<file path="src/assert_macros.svh">
// Assertion macros shared by the RTL of the Zobrist key accumulator.
// Standalone header; no dependencies.
`ifndef ASSERT_MACROS_SVH
`define ASSERT_MACROS_SVH

// Same-cycle implication, disabled while reset is asserted.
`define ASSERT_IMPL(label, clk, rst_n, ante, cons) \
    label: assert property (@(posedge clk) disable iff (!rst_n) (ante) |-> (cons)) \
        else $error("same-cycle implication violated");

// Next-cycle implication, disabled while reset is asserted.
`define ASSERT_NEXT(label, clk, rst_n, ante, cons) \
    label: assert property (@(posedge clk) disable iff (!rst_n) (ante) |=> (cons)) \
        else $error("next-cycle implication violated");

`endif

</file>
<file path="src/zka_pkg.sv">
// Types and constants of the Zobrist key accumulator.
// No dependencies; used by zka_ctrl, zka_datapath and the top level.
package zka_pkg;

    // Item kinds
    localparam logic [1:0] MODE_PIECE = 2'd0;
    localparam logic [1:0] MODE_EP    = 2'd1;
    localparam logic [1:0] MODE_TURN  = 2'd2;
    localparam logic [1:0] MODE_NONE  = 2'd3;

    // Row layout of the generation order
    localparam int PIECE_KINDS = 7;
    localparam int EP_ROW_BASE = 35;
    localparam int TURN_ROW    = 40;
    localparam int ROW_W       = 6;
    localparam int ORD_OFFSET  = 2;

    // splitmix64 constants
    localparam logic [63:0] GOLDEN_GAMMA = 64'h9E37_79B9_7F4A_7C15;
    localparam logic [63:0] MIX_MUL_A    = 64'hBF58_476D_1CE4_E5B9;
    localparam logic [63:0] MIX_MUL_B    = 64'h94D0_49BB_1331_11EB;
    localparam int          SHIFT_A      = 30;
    localparam int          SHIFT_B      = 27;
    localparam int          SHIFT_OUT    = 31;

    // Partial product being formed by the shared 32x32 multiplier
    typedef enum logic [1:0] {
        PH_LL = 2'd0,   // lo * lo, full 64 bits
        PH_HL = 2'd1,   // hi * lo, low 32 bits into upper word
        PH_LH = 2'd2    // lo * hi, low 32 bits into upper word, write back
    } t_mphase;

    // Which constant multiplies the working word
    typedef enum logic [1:0] {
        MC_GAMMA = 2'd0,
        MC_A     = 2'd1,
        MC_B     = 2'd2
    } t_mconst;

    // Xor-shift amount ahead of the second and third multiply
    typedef enum logic {
        XS_A = 1'b0,
        XS_B = 1'b1
    } t_xshift;

    typedef struct packed {
        logic    load;
        logic    mul_en;
        t_mphase phase;
        t_mconst csel;
        logic    xs_en;
        t_xshift xsel;
        logic    fold;
        logic    emit;
    } t_dp_cmd;

    typedef struct packed {
        logic last;
    } t_dp_sts;

endpackage

</file>
<file path="src/zobrist_key_accumulator.sv">
// Zobrist key accumulator. Each request (piece placement, en-passant square or
// side to move) has its splitmix64 word regenerated from its ordinal in the table
// generation order and XORed into a 64-bit key; the request flagged last sends the
// key out and clears the accumulator. One request at a time is taken; the input stalls
// until it is done, and longer when it sends a key while a previous key waits. The pace
// is set by the single shared 32x32 multiplier: each of the three 64-bit constant
// multiplies is formed from three partial products, one per cycle, with two xor-shift
// steps between them, a fold step and, on last, an emit step. The key sits in an output
// register, so a waiting result does not block a new request until its emit step.
// Mode code 3 adds no word but its last flag is honored.
// Depends on zka_pkg, zka_ctrl, zka_datapath and assert_macros.svh.
`include "assert_macros.svh"

module zobrist_key_accumulator #(
    parameter int BOARD_SQUARES = 256
) (
    input  logic        i_clk,
    input  logic        i_rst_n,
    // request channel
    input  logic        i_valid,
    output logic        o_stall,
    input  logic [1:0]  i_mode,
    input  logic [2:0]  i_color,
    input  logic [2:0]  i_piece,
    input  logic [7:0]  i_square,
    input  logic        i_last,
    // key channel
    output logic        o_valid,
    input  logic        i_stall,
    output logic [63:0] o_key
);
    import zka_pkg::*;

    t_dp_cmd w_cmd;
    t_dp_sts w_sts;

    // Sequence one request at a time
    zka_ctrl u_ctrl (
        .i_clk   (i_clk),
        .i_rst_n (i_rst_n),
        .i_valid (i_valid),
        .o_stall (o_stall),
        .o_valid (o_valid),
        .i_stall (i_stall),
        .i_sts   (w_sts),
        .o_cmd   (w_cmd)
    );

    // Ordinal, multiply chain, accumulator and output key register
    zka_datapath #(
        .BOARD_SQUARES (BOARD_SQUARES)
    ) u_dp (
        .i_clk    (i_clk),
        .i_rst_n  (i_rst_n),
        .i_cmd    (w_cmd),
        .i_mode   (i_mode),
        .i_color  (i_color),
        .i_piece  (i_piece),
        .i_square (i_square),
        .i_last   (i_last),
        .o_sts    (w_sts),
        .o_key    (o_key)
    );

    // An accepted request keeps the input side busy in the next cycle
    `ASSERT_NEXT(a_accept_busy, i_clk, i_rst_n, i_valid && !o_stall, o_stall)
    // Emit never overwrites a key that is still waiting
    `ASSERT_IMPL(a_emit_free, i_clk, i_rst_n, w_cmd.emit, !o_valid || !i_stall)
    // Emit always presents a key in the next cycle
    `ASSERT_NEXT(a_emit_valid, i_clk, i_rst_n, w_cmd.emit, o_valid)

endmodule

</file>
<file path="src/zka_datapath.sv">
// Datapath of the Zobrist key accumulator: ordinal, shared multiplier, accumulator.
// Depends on zka_pkg; driven by commands from zka_ctrl.
module zka_datapath #(
    parameter int BOARD_SQUARES = 256
) (
    input  logic             i_clk,
    input  logic             i_rst_n,
    input  zka_pkg::t_dp_cmd i_cmd,
    input  logic [1:0]       i_mode,
    input  logic [2:0]       i_color,
    input  logic [2:0]       i_piece,
    input  logic [7:0]       i_square,
    input  logic             i_last,
    output zka_pkg::t_dp_sts o_sts,
    output logic [63:0]      o_key
);
    import zka_pkg::*;

    // Largest ordinal plus offset stays below 57*B + 258
    localparam int ORD_W = $clog2(57 * BOARD_SQUARES + 258);

    logic [ROW_W-1:0] w_row;
    logic [ORD_W-1:0] w_col;
    logic [ORD_W-1:0] w_ord;
    logic [63:0]      w_const;
    logic [31:0]      w_mul_a;
    logic [31:0]      w_mul_b;
    logic [63:0]      w_prod;
    logic [63:0]      w_xs;
    logic [63:0]      w_word;

    logic [63:0] r_z;
    logic [63:0] r_p;
    logic [63:0] r_acc;
    logic [63:0] r_key;
    logic        r_skip;
    logic        r_last;

    // Row and column of the item in the generation order
    always_comb begin
        case (i_mode)
            MODE_PIECE: begin
                w_row = ROW_W'(i_color) * ROW_W'(PIECE_KINDS) + ROW_W'(i_piece);
                w_col = ORD_W'(i_square);
            end
            MODE_EP: begin
                w_row = ROW_W'(EP_ROW_BASE) + ROW_W'(i_color);
                w_col = ORD_W'(i_square);
            end
            MODE_TURN: begin
                w_row = ROW_W'(TURN_ROW);
                w_col = ORD_W'(i_color);
            end
            default: begin
                w_row = '0;
                w_col = '0;
            end
        endcase
    end

    assign w_ord = ORD_W'(w_row) * ORD_W'(BOARD_SQUARES) + w_col + ORD_W'(ORD_OFFSET);

    always_comb begin
        case (i_cmd.csel)
            MC_GAMMA: w_const = GOLDEN_GAMMA;
            MC_A:     w_const = MIX_MUL_A;
            MC_B:     w_const = MIX_MUL_B;
            default:  w_const = GOLDEN_GAMMA;
        endcase
    end

    always_comb begin
        case (i_cmd.phase)
            PH_LL: begin
                w_mul_a = r_z[31:0];
                w_mul_b = w_const[31:0];
            end
            PH_HL: begin
                w_mul_a = r_z[63:32];
                w_mul_b = w_const[31:0];
            end
            PH_LH: begin
                w_mul_a = r_z[31:0];
                w_mul_b = w_const[63:32];
            end
            default: begin
                w_mul_a = r_z[31:0];
                w_mul_b = w_const[31:0];
            end
        endcase
    end

    assign w_prod = {32'd0, w_mul_a} * {32'd0, w_mul_b};

    always_comb begin
        case (i_cmd.xsel)
            XS_A:    w_xs = r_z ^ (r_z >> SHIFT_A);
            XS_B:    w_xs = r_z ^ (r_z >> SHIFT_B);
            default: w_xs = r_z;
        endcase
    end

    assign w_word = r_z ^ (r_z >> SHIFT_OUT);

    // Working word and partial product
    always_ff @(posedge i_clk) begin
        if (i_cmd.load) begin
            r_z    <= 64'(w_ord);
            r_skip <= (i_mode == MODE_NONE);
            r_last <= i_last;
        end else if (i_cmd.mul_en) begin
            case (i_cmd.phase)
                PH_LL:   r_p <= w_prod;
                PH_HL:   r_p[63:32] <= r_p[63:32] + w_prod[31:0];
                PH_LH:   r_z <= {r_p[63:32] + w_prod[31:0], r_p[31:0]};
                default: r_p <= r_p;
            endcase
        end else if (i_cmd.xs_en) begin
            r_z <= w_xs;
        end
    end

    // Key accumulator; clear on emit
    always_ff @(posedge i_clk) begin
        if (!i_rst_n) begin
            r_acc <= '0;
        end else if (i_cmd.fold && !r_skip) begin
            r_acc <= r_acc ^ w_word;
        end else if (i_cmd.emit) begin
            r_acc <= '0;
        end
    end

    always_ff @(posedge i_clk) begin
        if (i_cmd.emit) begin
            r_key <= r_acc;
        end
    end

    assign o_sts.last = r_last;
    assign o_key      = r_key;

endmodule

</file>
<file path="src/zka_ctrl.sv">
// Controller of the Zobrist key accumulator: sequences load, multiply, xor-shift, fold, emit.
// Depends on zka_pkg; commands zka_datapath.
module zka_ctrl (
    input  logic             i_clk,
    input  logic             i_rst_n,
    input  logic             i_valid,
    output logic             o_stall,
    output logic             o_valid,
    input  logic             i_stall,
    input  zka_pkg::t_dp_sts i_sts,
    output zka_pkg::t_dp_cmd o_cmd
);
    import zka_pkg::*;

    typedef enum logic [4:0] {
        S_IDLE = 5'b00001,
        S_MUL  = 5'b00010,
        S_XS   = 5'b00100,
        S_FOLD = 5'b01000,
        S_EMIT = 5'b10000
    } t_state;

    t_state  r_state, n_state;
    t_mphase r_phase, n_phase;
    t_mconst r_csel,  n_csel;
    logic    r_out_valid, n_out_valid;
    logic    w_out_free;

    assign w_out_free = !r_out_valid || !i_stall;

    always_comb begin
        n_state     = r_state;
        n_phase     = r_phase;
        n_csel      = r_csel;
        n_out_valid = r_out_valid && i_stall;
        o_cmd       = '0;
        o_cmd.phase = r_phase;
        o_cmd.csel  = r_csel;
        o_cmd.xsel  = (r_csel == MC_GAMMA) ? XS_A : XS_B;

        case (r_state)
            S_IDLE: begin
                if (i_valid) begin
                    o_cmd.load = 1'b1;
                    n_phase    = PH_LL;
                    n_csel     = MC_GAMMA;
                    n_state    = S_MUL;
                end
            end
            S_MUL: begin
                o_cmd.mul_en = 1'b1;
                case (r_phase)
                    PH_LL:   n_phase = PH_HL;
                    PH_HL:   n_phase = PH_LH;
                    default: begin
                        n_phase = PH_LL;
                        n_state = (r_csel == MC_B) ? S_FOLD : S_XS;
                    end
                endcase
            end
            S_XS: begin
                o_cmd.xs_en = 1'b1;
                n_csel      = (r_csel == MC_GAMMA) ? MC_A : MC_B;
                n_state     = S_MUL;
            end
            S_FOLD: begin
                o_cmd.fold = 1'b1;
                n_state    = i_sts.last ? S_EMIT : S_IDLE;
            end
            S_EMIT: begin
                // hold until the output register is free
                if (w_out_free) begin
                    o_cmd.emit  = 1'b1;
                    n_out_valid = 1'b1;
                    n_state     = S_IDLE;
                end
            end
            default: begin
                n_state = S_IDLE;
            end
        endcase
    end

    always_ff @(posedge i_clk) begin
        if (!i_rst_n) begin
            r_state     <= S_IDLE;
            r_phase     <= PH_LL;
            r_csel      <= MC_GAMMA;
            r_out_valid <= 1'b0;
        end else begin
            r_state     <= n_state;
            r_phase     <= n_phase;
            r_csel      <= n_csel;
            r_out_valid <= n_out_valid;
        end
    end

    assign o_stall = (r_state != S_IDLE);
    assign o_valid = r_out_valid;

endmodule

</file>
<file path="config.mk">
export PLATFORM = sky130hd
export DESIGN_NAME = zobrist_key_accumulator
export DESIGN_NICKNAME = d
export VERILOG_FILES = /design/src/zka_pkg.sv /design/src/zobrist_key_accumulator.sv /design/src/zka_datapath.sv /design/src/zka_ctrl.sv
export VERILOG_INCLUDE_DIRS = /design/src /design/src/src
export SDC_FILE = /design/constraint.sdc
export NUM_CORES = 2
export LEC_CHECK = 0
export ABC_AREA = 1
export BUFFER_PORTS_ARGS = -buffer_cell sky130_fd_sc_hd__buf_2
export CORE_MARGIN = 2
export CORE_UTILIZATION = 45
export CTS_CLUSTER_DIAMETER = 30
export DETAILED_ROUTE_END_ITERATION = 16
export HOLD_SLACK_MARGIN = 0.1
export SLEW_MARGIN = 20
export SYNTH_ARGS = -nofsm -noshare
export SYNTH_HDL_FRONTEND = slang
export SYNTH_HIERARCHICAL = 1
export SYNTH_SLANG_ARGS = --single-unit
</file>
<file path="constraint.sdc">
create_clock -name i_clk -period 14.4 [get_ports i_clk]
set_input_delay 4.32 -clock i_clk [delete_from_list [all_inputs] [get_ports i_clk]]
set_output_delay 4.32 -clock i_clk [all_outputs]
set_load 0.02 [all_outputs]
</file>
; Yosys cells after proc, flatten, opt, wreduce, memory -nomap -nowiden
; Index checks and enable logic that the tools add are counted.
[totals]
memories = 0
output_inout_bits = 66
latchBits = 0
wordCells = 100
regBits = 268
romBits = 0
mem_bits_rw = 0
inputBits = 21
[op_classes]
multipliers = 2
n_shift = 0
bitwise = 5
eq_ne = 18
n_reduce_logical = 24
n_lt_le_gt_ge = 0
n_div = 0
add_sub_neg = 5
n_mux = 34
[ops]
columns = cell, count
row1 = 64-bit two-way mux, 5
row2 = 64-bit one-hot mux with 2 select lines, 1
row3 = 62-bit one-hot mux with 2 select lines, 1
row4 = 32-bit by 32-bit multiplier with 64-bit output, 1
row5 = 32-bit two-way mux, 2
row6 = 32-bit one-hot mux with 2 select lines, 1
row7 = 64-bit by 33-bit XOR with 64-bit output, 1
row8 = 64-bit by 34-bit XOR with 64-bit output, 1
row9 = 64-bit by 37-bit XOR with 64-bit output, 1
row10 = 64-bit XOR, 1
row11 = 32-bit adder, 1
row12 = 5-bit one-hot mux with 5 select lines, 1
row13 = 5-bit two-way mux, 4
row14 = 6-bit one-hot mux with 3 select lines, 1
row15 = 8-bit one-hot mux with 2 select lines, 1
row16 = 14-bit by 2-bit adder with 14-bit output (second input constant), 1
row17 = 14-bit by 8-bit adder with 14-bit output, 1
row18 = 14-bit two-way mux, 1
row19 = 2-bit one-hot mux with 2 select lines, 3
row20 = 1-bit two-way mux, 10
row21 = 2-bit nonzero test, 5
row22 = 3-bit AND reduction, 3
row23 = 2-bit == test (second input constant), 4
row24 = 2-bit AND reduction, 4
row25 = other kinds (22), 33

; Longest topological paths before layout
[logic_depth]
depth_word = 8
ltp_mapped = 48
ltp_nobuf = 46

; By module
; Netlist, hierarchy kept.
[modules_own_cells]
columns = module, cells_each, n_inst, area_per_inst_um2, seq_area_each_um2
row1 = zka_datapath, 5573, 1, 46181.8, 6606.3
row2 = zka_ctrl, 73, 1, 523.0, 200.2

; Least setup slack after synthesis
; OpenSTA, ideal clock, no wires.
[synth_timing]
kind = input -> register
start = in i_valid
end = reg u_dp.r_p[0], enable pin
cell_stages = 4
arrival_time_ps = 7906
path_slack_ps = 5993
required_ps = 13899
path_buffers = 1
setup_time_ps = 501
path_cell_list = nand4_1 -> inv_1 -> clkbuf_1 -> nor4_1
[synth_lines]
columns = item, line_no
row1 = "start, declared", zobrist_key_accumulator.sv:20  ; input logic i_valid,
row2 = "end signal, assigned", zka_datapath.sv:113  ; PH_LL: r_p <= w_prod;
row3 = "end signal, assigned", zka_datapath.sv:116  ; default: r_p <= r_p;
row4 = "end, declared", zka_datapath.sv:33  ; logic [63:0] r_p;

; Worst setup path in the final report
[layout_timing]
start = reg u_ctrl.r_csel[0]
end = reg u_dp.r_p[57], data pin
[layout_between]
elab_chain_len = 6
elab_cells_between_ends = 7
cone_classes = add/sub: 1 / mul: 1 / eq/ne: 2 / mux: 3
[layout_rtl]
columns = item, line_no
row1 = "start, declared", zka_ctrl.sv:25  ; t_mconst r_csel, n_csel;
row2 = "start signal, assigned", zka_ctrl.sv:93  ; r_csel <= n_csel;
row3 = 2-bit == test or 2-bit by 1-bit == test with 1-bit output (tied branches), zka_datapath.sv:64  ; case (i_cmd.csel)
row4 = 62-bit one-hot mux with 2 select lines *, zka_datapath.sv:64
row5 = 32-bit two-way mux *, zka_datapath.sv:73  ; case (i_cmd.phase)
row6 = 32-bit by 32-bit multiplier with 64-bit output *, zka_datapath.sv:93  ; assign w_prod = {32'd0, w_mul_a} * {32'd0, w_mul_b};
row7 = named net u_dp.w_prod[22], zka_datapath.sv:28  ; logic [63:0] w_prod;
row8 = 32-bit adder *, zka_datapath.sv:114  ; PH_HL: r_p[63:32] <= r_p[63:32] + w_prod[31:0];
row9 = 32-bit one-hot mux with 2 select lines *, zka_datapath.sv:112  ; case (i_cmd.phase)
row10 = "end signal, assigned", zka_datapath.sv:113
row11 = "end signal, assigned", zka_datapath.sv:114
row12 = "end signal, assigned", zka_datapath.sv:116
; The timed path passes the listed nets; every way through them passes the cells marked *.
; A chain may end at the register's enable or synchronous reset.

==> out/results.ini <==
[global_routing]
global_route_wire_length_before_repair_um=267600
grt_overflow=0
grtUsageTotal_pct=34.77
first_global_vias=39360
grt_start_max_net_pins=79
antenna_found_initial=2

[run_status]
status=complete, no violations

[clocking]
cts_hold_buf=0
cts_inserted_buffers=34
h-tree-depth=2
cts_tree=built
insertion_delay_ps=530
cts_post_setup_buffers_inserted=0
cts-resized-gates=0
path_clk_slew_ps=60
clock-sinks=268
clock_tree.root_cell=clkbuf_16
cts_max_path_buffers=3

[synth]
synth_ff_type=edfxtp_1
synth-adder-area-share_pct=47.14
post-synth-top-count-cell=inv_1
main_combinational_cell_family_by_area_after_synthesis=adder cells
synth_edf_count=144
synth-async-reset-ratio_pct=0
synthDominantAreaCellType=fa_1
synthesis.nets=6886
post_synth.cell_area_avg_um2=8.272
synthMuxAreaShare_pct=0
ys_top_cells_by_area=fa_1 39%, inv_1 11%, edfxtp_1 9.3%, nand2_1 8.8%, ha_1 8.5%
synth_simple_gate_area_share_pct=16.48
yosys_warning_count=6
synthesis.instances=5646
synth-compound-area-share_pct=7.099
synth_area_mm2=0.04670
synth_seq_area_share_pct=14.57
seq_cells_post_synth=268
synthXorXnorAreaFrac_pct=2.007
netlist_top_cells_count=1334 x inv_1, 1097 x nand2_1, 901 x fa_1, 606 x nor2_1, 318 x ha_1
yosysTopAreaCellShare_pct=38.62
yosys.cell_types.count=51

[floorplan]
fp.dieW_um=326.2
die-height_um=326.2
io_pins=87
initial_util_pct=45.26
std_cell_rows=118
dieArea_mm2=0.1064
core_area_mm2=0.1032

[timing]
max_clock_freq_mhz=83.02
slew-limit-headroom_pct=23.72
final_layout_worst_hold_slack_ps=415.2
setup_viol_count_final=0
rsz0062_at_grt=false
fin_skew_ps=20.20
tightestPinTransition_ps=1137
hold_violations=0
min_period_over_period_pct=83.64
postLayoutSetupSlackWorst_ps=2355
final.setup.tns_ps=0
drv_slew=0
final.min_clock_period_ps=12040

[drt]
via_count=38580
drt-total-wl_um=182200
route.detailed.vias_per_inst=5.465
drc=0
drtPass1Iterations=7
drt_iter0_markers=4117
average_detailed_routed_wire_length_per_instance_um=25.81
drt.antenna.violating_nets=0

[worst_setup_path]
critical-path-slowest-cell=inv_1
path_delay_family=adder cells
cp_data_required_time_ps=14780
start_kind=register
worst_path_buffer_plus_inverter_count=9
crit_arrival_ps=12430
max_stage_delay_ps=1060
critical_path.max_fanout=24
critical_path.endpoint_type=register
critical_path_class=reg2reg

[place]
place_hpwl_um=153300
globalplace.congestion=1.035
cell_area_placed_mm2=0.04854
place_worst_setup_slack_ps=2795
port_buffers=86

[worst_hold_path]
hp-class=reg2reg

[flow_run]
max_cap_violations=0

[cells_and_area]
areaGrowthSynthToFinish_pct=6.263
final_net_count=6892
final_layout_size_suffix_gt1_share_pct=5.389
finalInstanceArea_mm2=0.04963

[final timing paths]
path / from / end / slack, ps / cells past startpoint
max: u_ctrl/r_csel[0]$_SDFFE_PN0P_ / u_dp/r_p[57]$_DFFE_PP_ / 2360 / 37
min: u_dp/r_acc[15]$_SDFFE_PN0P_ / u_dp/o_key[15]$_DFFE_PP_ / 420 / 0
max reg2reg: u_ctrl/r_csel[0]$_SDFFE_PN0P_ / u_dp/r_p[57]$_DFFE_PP_ / 2360 / 37
min reg2reg: u_dp/r_acc[15]$_SDFFE_PN0P_ / u_dp/o_key[15]$_DFFE_PP_ / 420 / 0
[final cells by class]
type / count / area [µm²]
timing repair buffer: 144 / 865.8
sequential: 268 / 6807
clock inverter: 21 / 166.4
antenna: 1 / 2.502
fill: 10360 / 53570
multi-input combinational: 3838 / 34010
inverter: 1366 / 5130
clock buffer: 41 / 919.6
tap: 1380 / 1727
[logic make-up (layout without fill, tap and decap cells)]
kind of cell    Yosys count  after routing
fa+ha+maj              1219           1219
flops                   268            268
other cells               0              1
xor+xnor                107            107
simple gates           1928           1928
buf+inv                1540           1572
compound gates          584            584
[per-layer routing]
| metal | up-vias | GRT usage [%] | part of all wire (%) |
|---|---|---|---|
| met5 | - | 0 | 0 |
| met1 | 19390 | 50.10 | 43 |
| li1 | 16840 | - | - |
| met3 | 376 | 6.260 | 9.7 |
| met2 | 1974 | 52.04 | 43 |
| met4 | 0 | 13.50 | 4.8 |
[layout by cell type, fill, tap and decap left out, drive strengths merged, types with 7 or more instances in the layout]
master / count
o21bai: 12
a21oi: 220
nand4: 18
nand3b: 8
nand3: 135
nand2: 1107
a21o: 24
inv: 1371
dfxtp: 124
a21boi: 8
o21ai: 274
a31oi: 23
ha: 318
nor3: 36
fa: 901
edfxtp: 144
clkinv: 7
xor2: 94
clkbuf: 41
clkinvlp: 9
buf: 144
nor2: 617
xnor2: 13
[registers in the layout (all words and copies together) (netlist names)]
register        flops
u_dp/r_p           64
u_ctrl/o_valid      1
u_ctrl/r_state      5
u_ctrl/r_csel       2
u_dp/r_z           64
u_dp/o_key         64
u_dp/r_acc         64
u_dp/r_skip         1
u_ctrl/r_phase      2
u_dp/o_sts          1
[per-stage QoR]
step | instances | utilization [%]
CTS | 7058 | 48.09
detailed placement | 6996 | 47.04
floorplan | 5646 | -
global placement | 6996 | 47.04
global route | 7058 | 48.09
finish | 7059 | 48.09
Power is left out: the tool's default activity adds up to more than one toggle a clock period on the data nets, which glitch-free logic cannot reach.
